## src/assert_macros.svh

```systemverilog
// ----------------------------------------------------------------------------
// Assertion macros
// Shared concurrent assertion forms, clocked on clk and disabled in reset.
// ----------------------------------------------------------------------------
`ifndef ASSERT_MACROS_SVH
`define ASSERT_MACROS_SVH

// property must hold at every clock edge out of reset
`define HFQ_ASSERT(lbl, prop, msg) \
	lbl: assert property (@(posedge clk) disable iff (!arst_n) (prop)) else $error(msg);

// expression must never be true out of reset
`define HFQ_NEVER(lbl, expr, msg) \
	lbl: assert property (@(posedge clk) disable iff (!arst_n) !(expr)) else $error(msg);

`endif

```

## src/hfq_pkg.sv

```systemverilog
// ----------------------------------------------------------------------------
// Heightfield query package
// Widths, codes and the command/status types shared by the query unit.
// ----------------------------------------------------------------------------
package hfq_pkg;

	localparam int GRID_DIM    = 64;
	localparam int CELL_W      = $clog2(GRID_DIM);
	localparam int ADDR_W      = $clog2(GRID_DIM * GRID_DIM);

	localparam int OFS_W       = 23;
	localparam int SHIFT_W     = 4;
	localparam int CFG_W       = 23;
	localparam int CFG_IDX_W   = 1;
	localparam int HEIGHT_W    = 16;
	localparam int COORD_W     = 24;
	localparam int FIELD_IDX_W = 6;

	localparam int TX_W        = COORD_W + 1;
	localparam int FRAC_W      = 14;
	localparam int SIZE_W      = FRAC_W + 1;
	localparam int DIFF_W      = HEIGHT_W + 1;
	localparam int MUL_W       = DIFF_W + SIZE_W;
	localparam int ACC_W       = MUL_W + 2;

	localparam logic [SHIFT_W-1:0] MAX_CELL_SHIFT   = 4'd14;
	localparam logic [SHIFT_W-1:0] RESET_CELL_SHIFT = 4'd8;

	localparam logic CMD_WRITE = 1'b0;
	localparam logic CMD_QUERY = 1'b1;

	localparam logic [CFG_IDX_W-1:0] REG_RECENTER   = 1'd0;
	localparam logic [CFG_IDX_W-1:0] REG_CELL_SHIFT = 1'd1;

	typedef struct packed {
		logic                       command;
		logic [FIELD_IDX_W-1:0]     write_row;
		logic [FIELD_IDX_W-1:0]     write_col;
		logic signed [HEIGHT_W-1:0] write_height;
		logic signed [COORD_W-1:0]  query_x;
		logic signed [COORD_W-1:0]  query_z;
	} req_item_t;

	typedef struct packed {
		logic       capture;
		logic       calc;
		logic       rd_en;
		logic [1:0] rd_idx;
		logic       cap_en;
		logic [1:0] cap_idx;
		logic       init_acc;
		logic       mul_en;
		logic       mul_sel;
		logic       add_prod;
		logic       load_out;
	} dp_cmd_t;

	typedef struct packed {
		logic outside;
		logic out_free;
	} dp_status_t;

endpackage

```

## src/hfq_ctrl.sv

```systemverilog
// ----------------------------------------------------------------------------
// Heightfield query controller
// Sequences capture, cell decode (queries), four height reads and multiply-accumulate
// (in-grid queries) and result hand-off for one item at a time.
// ----------------------------------------------------------------------------
`include "assert_macros.svh"

module hfq_ctrl import hfq_pkg::*; (
	input  logic       clk,
	input  logic       arst_n,
	input  logic       req_valid,
	input  logic       req_command,
	output logic       req_ready,
	input  dp_status_t status,
	output dp_cmd_t    cmd
);

	localparam logic [3:0] S_IDLE = 4'd0;
	localparam logic [3:0] S_CALC = 4'd1;
	localparam logic [3:0] S_RD0  = 4'd2;
	localparam logic [3:0] S_RD1  = 4'd3;
	localparam logic [3:0] S_RD2  = 4'd4;
	localparam logic [3:0] S_RD3  = 4'd5;
	localparam logic [3:0] S_RD4  = 4'd6;
	localparam logic [3:0] S_MUL1 = 4'd7;
	localparam logic [3:0] S_MUL2 = 4'd8;
	localparam logic [3:0] S_ADD  = 4'd9;
	localparam logic [3:0] S_FIN  = 4'd10;

	logic [3:0] state_q;
	logic [3:0] state_d;

	always_comb begin
		cmd       = '0;
		req_ready = 1'b0;
		state_d   = state_q;
		case (state_q)
			S_IDLE: begin
				req_ready = 1'b1;
				if (req_valid) begin
					cmd.capture = 1'b1;
					state_d = (req_command == CMD_QUERY) ? S_CALC : S_FIN;
				end
			end
			S_CALC: begin
				cmd.calc = 1'b1;
				state_d  = S_RD0;
			end
			S_RD0: begin
				// drop straight to the result when the point lies off the grid
				if (status.outside) begin
					state_d = S_FIN;
				end else begin
					cmd.rd_en  = 1'b1;
					cmd.rd_idx = 2'd0;
					state_d    = S_RD1;
				end
			end
			S_RD1: begin
				cmd.rd_en   = 1'b1;
				cmd.rd_idx  = 2'd1;
				cmd.cap_en  = 1'b1;
				cmd.cap_idx = 2'd0;
				state_d     = S_RD2;
			end
			S_RD2: begin
				cmd.rd_en   = 1'b1;
				cmd.rd_idx  = 2'd2;
				cmd.cap_en  = 1'b1;
				cmd.cap_idx = 2'd1;
				state_d     = S_RD3;
			end
			S_RD3: begin
				cmd.rd_en   = 1'b1;
				cmd.rd_idx  = 2'd3;
				cmd.cap_en  = 1'b1;
				cmd.cap_idx = 2'd2;
				state_d     = S_RD4;
			end
			S_RD4: begin
				cmd.cap_en  = 1'b1;
				cmd.cap_idx = 2'd3;
				state_d     = S_MUL1;
			end
			S_MUL1: begin
				cmd.init_acc = 1'b1;
				cmd.mul_en   = 1'b1;
				cmd.mul_sel  = 1'b0;
				state_d      = S_MUL2;
			end
			S_MUL2: begin
				cmd.mul_en   = 1'b1;
				cmd.mul_sel  = 1'b1;
				cmd.add_prod = 1'b1;
				state_d      = S_ADD;
			end
			S_ADD: begin
				cmd.add_prod = 1'b1;
				state_d      = S_FIN;
			end
			S_FIN: begin
				// hold until the output register is free
				if (status.out_free) begin
					cmd.load_out = 1'b1;
					state_d      = S_IDLE;
				end
			end
			default: begin
				state_d = S_IDLE;
			end
		endcase
	end

	always_ff @(posedge clk or negedge arst_n) begin
		if (!arst_n) begin
			state_q <= S_IDLE;
		end else begin
			state_q <= state_d;
		end
	end

	`HFQ_ASSERT(a_query_to_calc, (req_valid && req_ready && req_command == CMD_QUERY) |=> (state_q == S_CALC), "query beat not followed by cell decode")
	`HFQ_ASSERT(a_load_when_free, cmd.load_out |-> status.out_free, "result loaded over a waiting beat")
	`HFQ_ASSERT(a_heights_before_mac, cmd.init_acc |-> ($past(cmd.cap_en) && $past(cmd.cap_idx) == 2'd3), "accumulate started before all heights captured")

endmodule

```

## config.mk

```make
export PLATFORM = sky130hd
export DESIGN_NAME = hfq_ctrl
export DESIGN_NICKNAME = d
export VERILOG_FILES = /design/src/hfq_pkg.sv /design/src/hfq_ctrl.sv
export VERILOG_INCLUDE_DIRS = /design/src /design/src/src
export SDC_FILE = /design/constraint.sdc
export NUM_CORES = 1
export LEC_CHECK = 0
export BUFFER_PORTS_ARGS = -buffer_cell sky130_fd_sc_hd__buf_2
export CORE_AREA = 4 4 41 43
export CTS_CLUSTER_SIZE = 25
export DETAILED_ROUTE_END_ITERATION = 10
export DIE_AREA = 0 0 45 47
export SETUP_SLACK_MARGIN = 0.3
export SLEW_MARGIN = 20
export SYNTH_ARGS = -nofsm -noshare
export SYNTH_HDL_FRONTEND = slang
export SYNTH_SLANG_ARGS = --single-unit
```

## constraint.sdc

```tcl
create_clock -name clk -period 1.67 [get_ports clk]
set_clock_uncertainty 0.05 [all_clocks]
set_input_delay 0.0835 -clock clk [delete_from_list [all_inputs] [get_ports clk]]
set_output_delay 0.0835 -clock clk [all_outputs]
set_load 0.05 [all_outputs]
```

== Word-level counts from Yosys, hierarchy flattened ==
Index checks and enable logic that the tools add are counted.

* Add/sub/neg operators: 0
* Multiply operators: 0
* Divide/modulo/power cells: 0
* Order comparisons: 0
* Eq/ne operators: 12
* Shift-type cells: 0
* Mux-type cells: 17
* Bitwise logic cells: 0
* Reduce and logical (&&, ||, !) cells: 3

{| class="wikitable"
|+ Operators with widths
! operator !! count
|-
| 4-bit one-hot mux with 11 select lines || 1
|-
| 3-bit one-hot mux with 4 select lines || 2
|-
| 4-bit by 3-bit equality test with 1-bit output, second input constant || 4
|-
| 4-bit 2-to-1 mux || 4
|-
| 4-bit equality test, second input constant || 3
|-
| 4-bit by 2-bit equality test with 1-bit output, second input constant || 2
|-
| 1-bit 2-to-1 mux || 8
|-
| 4-bit by 1-bit equality test with 1-bit output, second input constant || 1
|-
| 4-bit zero test || 1
|-
| 2-bit != test, second input constant || 2
|-
| 2-bit one-hot mux with 2 select lines || 1
|-
| 3-bit 2-to-1 mux || 1
|-
| 2-bit AND reduction || 1
|-
| 2-bit OR reduction || 1
|}

* Register bits after elaboration: 4
* Latch bits: 0
* Memory bits (writable): 0
* Memory bits (read-only): 0
* Input bits: 6
* Output and inout bits: 14
* Word-level logic and storage cells: 33
* Memories: 0

== Longest topological paths before layout ==
Gate-level depths: netlist of the first run.

* Word-level depth: 3
* Depth in mapped cells: 5
* Gate-level depth less buffers: 3

== Worst setup path before layout of the first run ==
OpenSTA, ideal clock, no wires.

* Path kind: reg2out
* Start: register state_q[2]
* End: output cmd[12] (netlist bit)
* Arrival time: 2.676 ns
* Required time: 1.536 ns
* Slack: -1.140 ns
* Cell stages (with the launch flop): 3
* Path buffers: 0
* Cells stage by stage: dfrtp_1 > nor4_1 > and2_1

{| class="wikitable"
|+ RTL lines
! what !! RTL line !! source
|-
| start: declaration || hfq_ctrl.sv:30 || <nowiki>logic [3:0] state_q;</nowiki>
|-
| start signal: assignment || hfq_ctrl.sv:118 || <nowiki>state_q <= state_d;</nowiki>
|-
| end: declaration || hfq_ctrl.sv:15 || <nowiki>output dp_cmd_t cmd</nowiki>
|}

==> summary.txt, run 1 <==
Timing
  – Actual slew at the worst max-slew pin: 0.248 ns
  – RSZ-0062 raised after global routing: true
  – Hold Fails Final Rpt: 0
  – Max Slew Vio Count: 0
  – Fin crit period: 1.56 ns
  – Final setup vio count: 0
  – Slew Limit Headroom: 83.3%
  – Fmax: 0.642 GHz
  – Tcrit/Tclk final: 93.3%

Setup path
  – Critical setup path kind: register to output port
  – Bufs and invs on worst path: 2
  – R2R Path End: state_q[3]$_DFFE_PN0P_
  – Critical path's largest stage delay: 0.44 ns
  – CP max stage cell: dfrtp_2
  – Worst EP required: 1.54 ns
  – Reg2Reg Depth: 4
  – Worst Path Arrival: 1.42 ns
  – Reg-to-Reg Start: state_q[0]$_DFFE_PN0P_
  – Crit end category: output port
  – Worst-path cell chain: buf_6, nor4_4, and2_4, buf_8
  – Crit-path leading delay family: simple AND/OR/NAND/NOR gates
  – R2r setup slk: 0.25 ns
  – Startpoint type of the worst setup path: register
  – Critical-path maximum fanout: 5

Cells and area
  – Largest registers: state_q (4)
  – Final instance area: 988 sq um
  – Nets: 101
  – Share of cells above drive strength 1: 72.0%
  – Max reg flops: 4
  – Most frequent cells in the layout: 14 x buf_6, 14 x buf_4, 5 x buf_2, 5 x buf_8
  – ANT cells: 0
  – Largest reg by FF count: state_q
  – Area Growth Syn to Fin: 140%

Clock network
  – Clock Tree Buf Depth: 2
  – Clk Tree Root Cell: clkbuf_4
  – Clk slew on worst S/H paths: 0.04 ns
  – CTS Sinks: 4
  – CTS tree: built
  – H-tree depth: 1
  – Clock Latency Late Sink: 0.24 ns
  – Num CTS Buffers: 3

Yosys
  – Sequential area share after synthesis: 24.3%
  – Cell type with the largest total area after synthesis: dfrtp_1
  – Cell variety after synth: 25
  – Ys Warns: 0
  – Mapped Area: 412 sq um
  – Synth Instances: 56
  – Synthesized Nets: 62
  – Ranking of synthesized cells by area: dfrtp_1 24%, nand2b_1 9.1%, nor2_1 8.2%
  – Synth Area per Inst: 7.35 sq um
  – Register bit total from synthesis: 4
  – Top cell type's share of synthesized area: 24.3%

Drt
  – Total Wirelength: 1760 microns
  – Post-route ant nets: 0
  – Drt drc: 0
  – Via Count: 563
  – DRT Pass-1 Iters: 3
  – Vias per cell: 5.21
  – Routed length per placed instance: 16.3 microns
  – DRT iter0 DRCs: 4

Global route
  – GRT Residual Overflow: 0
  – Vias in the first global route: 554
  – First-pass GRT wire length: 2470 microns
  – Met1 GRT Util: 19.9%
  – Met2 Use GR: 29.1%
  – Antenna violations before repair: 0
  – Global route hottest layer: met2
  – Met3 Use GR: 4.98%
  – Gr usage total: 16.8%
  – Largest net degree at the start of global routing: 10

Floorplan
  – Die area: 2120 sq um
  – # rows: 13
  – Starting density of the core: 31.6%
  – Die span in y: 47 microns
  – I/O pin count: 20
  – Die Wd: 45 microns
  – Core footprint: 1300 sq um

Placed design
  – DP Area: 686 sq um
  – Hpwl dp: 1010 microns
  – Final GP Congestion: 0.698
  – Input/output buffers: 19

Flow run
  – MaxCap Viol Count: 0

Worst hold path
  – Hold Crit Class: input port to async pin

Run status
  – Status: finished, final reports clean
cell usage after synthesis, drive strengths merged:
cell type,n
nand3b,1
o21a,2
nor3,3
a21oi,4
a211oi,2
nor4b,1
buf,6
dfrtp,4
xor2,1
nor4,2
a211o,1
nand2b,6
o21ai,1
xnor2,2
or2,1
nand2,4
and2,1
o311a,1
or3b,1
nor2b,1
nor3b,1
nor2,9
o21bai,1
worst reg2reg max path, cell delays in order, from the launching register on:
cell	delay (ns)
dfrtp_2	0.47
buf_4	0.19
or3b_1	0.36
a21oi_1	0.14
o311a_1	0.15
how the worst max path moves through the flow:
stage | end | cells past startpoint | from
after floorplan | cmd[12] | 3 | state_q[0]$_DFFE_PN0P_
after global placement | cmd[3] | 5 | state_q[3]$_DFFE_PN0P_
after global routing | cmd[12] | 4 | state_q[1]$_DFFE_PN0P_
final | cmd[12] | 4 | state_q[1]$_DFFE_PN0P_
after detailed placement | cmd[12] | 4 | state_q[1]$_DFFE_PN0P_
after CTS | cmd[12] | 4 | state_q[1]$_DFFE_PN0P_
per-layer routing:
| layer | vias to the layer above | share of wire [%] |
|---|---|---|
| li1 | 269 | - |
| met1 | 277 | 42 |
| met2 | 13 | 53 |
| met3 | 4 | 3.6 |
| met4 | 0 | 1.1 |
| met5 | - | 0 |
cell families (layout without fill, tap and decap cells):
logic type                Yosys count  count (layout)  share of synthesized area, %
buffers and inverters               6              43                          9.42
DFF                                 4               4                          24.3
and+or+nand+nor                    31              31                          40.1
xor gates and xnor gates            3               3                          6.38
AOI/OAI and AO/OA                  12              12                          19.8
per-stage QoR:
| step | util, % | hold WS [ns] | setup TNS (ns) | cells | worst slack (ns) |
|---|---|---|---|---|---|
| 2_1_floorplan | - | -0.262 | -0.0117 | 56 | -0.0117 |
| 3_3_place_gp | 52.7 | -0.155 | 0 | 94 | 0.257 |
| 3_5_place_dp | 52.7 | -0.154 | 0 | 94 | 0.227 |
| 4_1_cts | 70.0 | 0.130 | 0 | 106 | 0.106 |
| 5_1_grt | 76.0 | 0.149 | 0 | 108 | 0.0766 |
| 6_report | 76.0 | 0.137 | 0 | 108 | 0.112 |
timing repair:
item | in CTS | in global routing
pin swaps | 4 | 2
buffers inserted | 8 | 2
hold endpoints to repair | 4 | 0
gates resized for setup | 39 | 13
setup endpoints to repair | 15 | 16
hold buffers | 1 | 0
area by class of cell:
cell class / instances / area [sq um]
multi-input cells: 46 / 464
repair buffers: 40 / 380
well taps: 15 / 18.8
fillers: 85 / 313
clock buffers: 3 / 22.5
flip-flops and latches: 4 / 103
Power of run 1 is not shown: default switching activity piles up to over one toggle a cycle in this logic, so the estimate is an artifact.
==> run 2: changes to the inputs <==
--- a/config.mk
+++ b/config.mk
@@ -8,9 +8,11 @@
 export LEC_CHECK = 0
 export BUFFER_PORTS_ARGS = -buffer_cell sky130_fd_sc_hd__buf_2
 export CORE_AREA = 4 4 41 43
+export CTS_CLUSTER_DIAMETER = 40
 export CTS_CLUSTER_SIZE = 25
 export DETAILED_ROUTE_END_ITERATION = 10
 export DIE_AREA = 0 0 45 47
+export REMOVE_ABC_BUFFERS = 1
 export SETUP_SLACK_MARGIN = 0.3
 export SLEW_MARGIN = 20
 export SYNTH_ARGS = -nofsm -noshare
==> summary.txt, run 2 (same netlist as run 1, synthesis figures left out) <==
Run status
  – Status: finished, final reports clean

Drt
  – Post-route ant nets: 0
  – Vias per cell: 5.04
  – Total Wirelength: 1440 microns
  – DRT Pass-1 Iters: 4
  – Routed length per placed instance: 13.8 microns
  – Drt drc: 0
  – DRT iter0 DRCs: 4
  – Via Count: 524

Cells and area
  – Largest reg by FF count: state_q
  – Fillers: 105
  – ANT cells: 0
  – Commonest non-fill, non-tap cell in the layout: buf_6
  – Footprint of the multi-input gates: 385 sq um
  – Register area: 104 sq um
  – Share of cells above drive strength 1: 67.4%
  – Nets: 97
  – Max reg flops: 4
  – Area Growth Syn to Fin: 111%
  – Post-layout util: 66.8%
  – Largest registers: state_q (4)
  – Most frequent cells in the layout: 17 x buf_6, 11 x buf_4, 5 x nor2_1, 5 x buf_2, 4 x nand2b_1

Floorplan
  – Die span in y: 47 microns
  – I/O pin count: 20
  – # rows: 13
  – Starting density of the core: 31.6%
  – Die Wd: 45 microns
  – Core footprint: 1300 sq um
  – Die area: 2120 sq um

Global route
  – Largest net degree at the start of global routing: 11
  – First-pass GRT wire length: 2350 microns
  – Vias in the first global route: 539
  – Antenna violations before repair: 0
  – GRT Residual Overflow: 0
  – Gr usage total: 15.8%

Timing
  – Tcrit/Tclk final: 92.8%
  – Fmax: 0.645 GHz
  – Fin crit period: 1.55 ns
  – Actual slew at the worst max-slew pin: 0.255 ns
  – Max Slew Vio Count: 0
  – RSZ-0062 raised after global routing: true
  – Hold Fails Final Rpt: 0
  – Final setup vio count: 0
  – Slew Limit Headroom: 82.9%

Placed design
  – Input/output buffers: 19
  – Final GP Congestion: 0.720
  – Hpwl dp: 790 microns

Clock network
  – CTS Sinks: 4
  – Clock Tree Buf Depth: 2
  – H-tree depth: 1
  – Num CTS Buffers: 3
  – Clk Tree Root Cell: clkbuf_4
  – Clk slew on worst S/H paths: 0.04 ns
  – Clock Latency Late Sink: 0.24 ns
  – CTS tree: built

Setup path
  – R2r setup slk: 0.27 ns
  – Crit end category: output port
  – Worst EP required: 1.54 ns
  – Reg2Reg Depth: 4
  – Critical-path maximum fanout: 5
  – Critical setup path kind: register to output port
  – Worst Path Arrival: 1.42 ns
  – Startpoint type of the worst setup path: register

Worst hold path
  – Hold Crit Class: input port to async pin

Flow run
  – MaxCap Viol Count: 0
[run 2: metrics by stage]
stage	hold slack, ns	setup slack, ns	cell area [sq um]	setup TNS (ns)	std cells
after floorplan	-0.262	-1.27	373	-5.30	50
after global placement	-0.157	0.191	524	0	89
after detailed placement	-0.154	0.182	524	0	89
after CTS	0.128	0.163	771	0	103
after global routing	0.152	0.0637	870	0	104
final	0.135	0.120	870	0	104
[run 2: critical path: stages (launching register included)]
cell and delay, ns:
dfrtp_2 0.45, nand2b_4 0.20, nor3_2 0.06, or2_2 0.31, buf_6 0.16
[run 2: worst paths after layout]
path	endpoint	start
max in group asynchronous	state_q[0]$_DFFE_PN0P_	arst_n
max	cmd[3]	state_q[2]$_DFFE_PN0P_
max reg2reg	state_q[3]$_DFFE_PN0P_	state_q[2]$_DFFE_PN0P_
min	state_q[3]$_DFFE_PN0P_	arst_n
min in group clk	state_q[0]$_DFFE_PN0P_	status[1]
min reg2reg	state_q[2]$_DFFE_PN0P_	state_q[3]$_DFFE_PN0P_
[run 2: cell type report]
class,count,area share [%]
Multi-Input combinational cell,46,44.3
Tap cell,15,2.16
Timing Repair Buffer,36,39.0
Clock buffer,3,2.59
Sequential cell,4,11.9
[run 2: repair_timing]
item / in CTS / in global routing
setup endpoints to repair: 14 / 17
endpoints found under the hold margin: 4 / 0
hold buffers: 1 / 0
pin swaps: 7 / 5
gates cloned: 0 / 0
resized for setup: 37 / 27
setup buffers: 10 / 1
[run 2: per-layer routing]
layer	global-route usage, %	vias up	wire, microns
met4	3.51	0	0
met2	29.7	15	805
met1	16.2	249	550
met3	6.90	0	80
met5	0	-	0
li1	-	260	-
Power of run 2 is left out for the same reason.
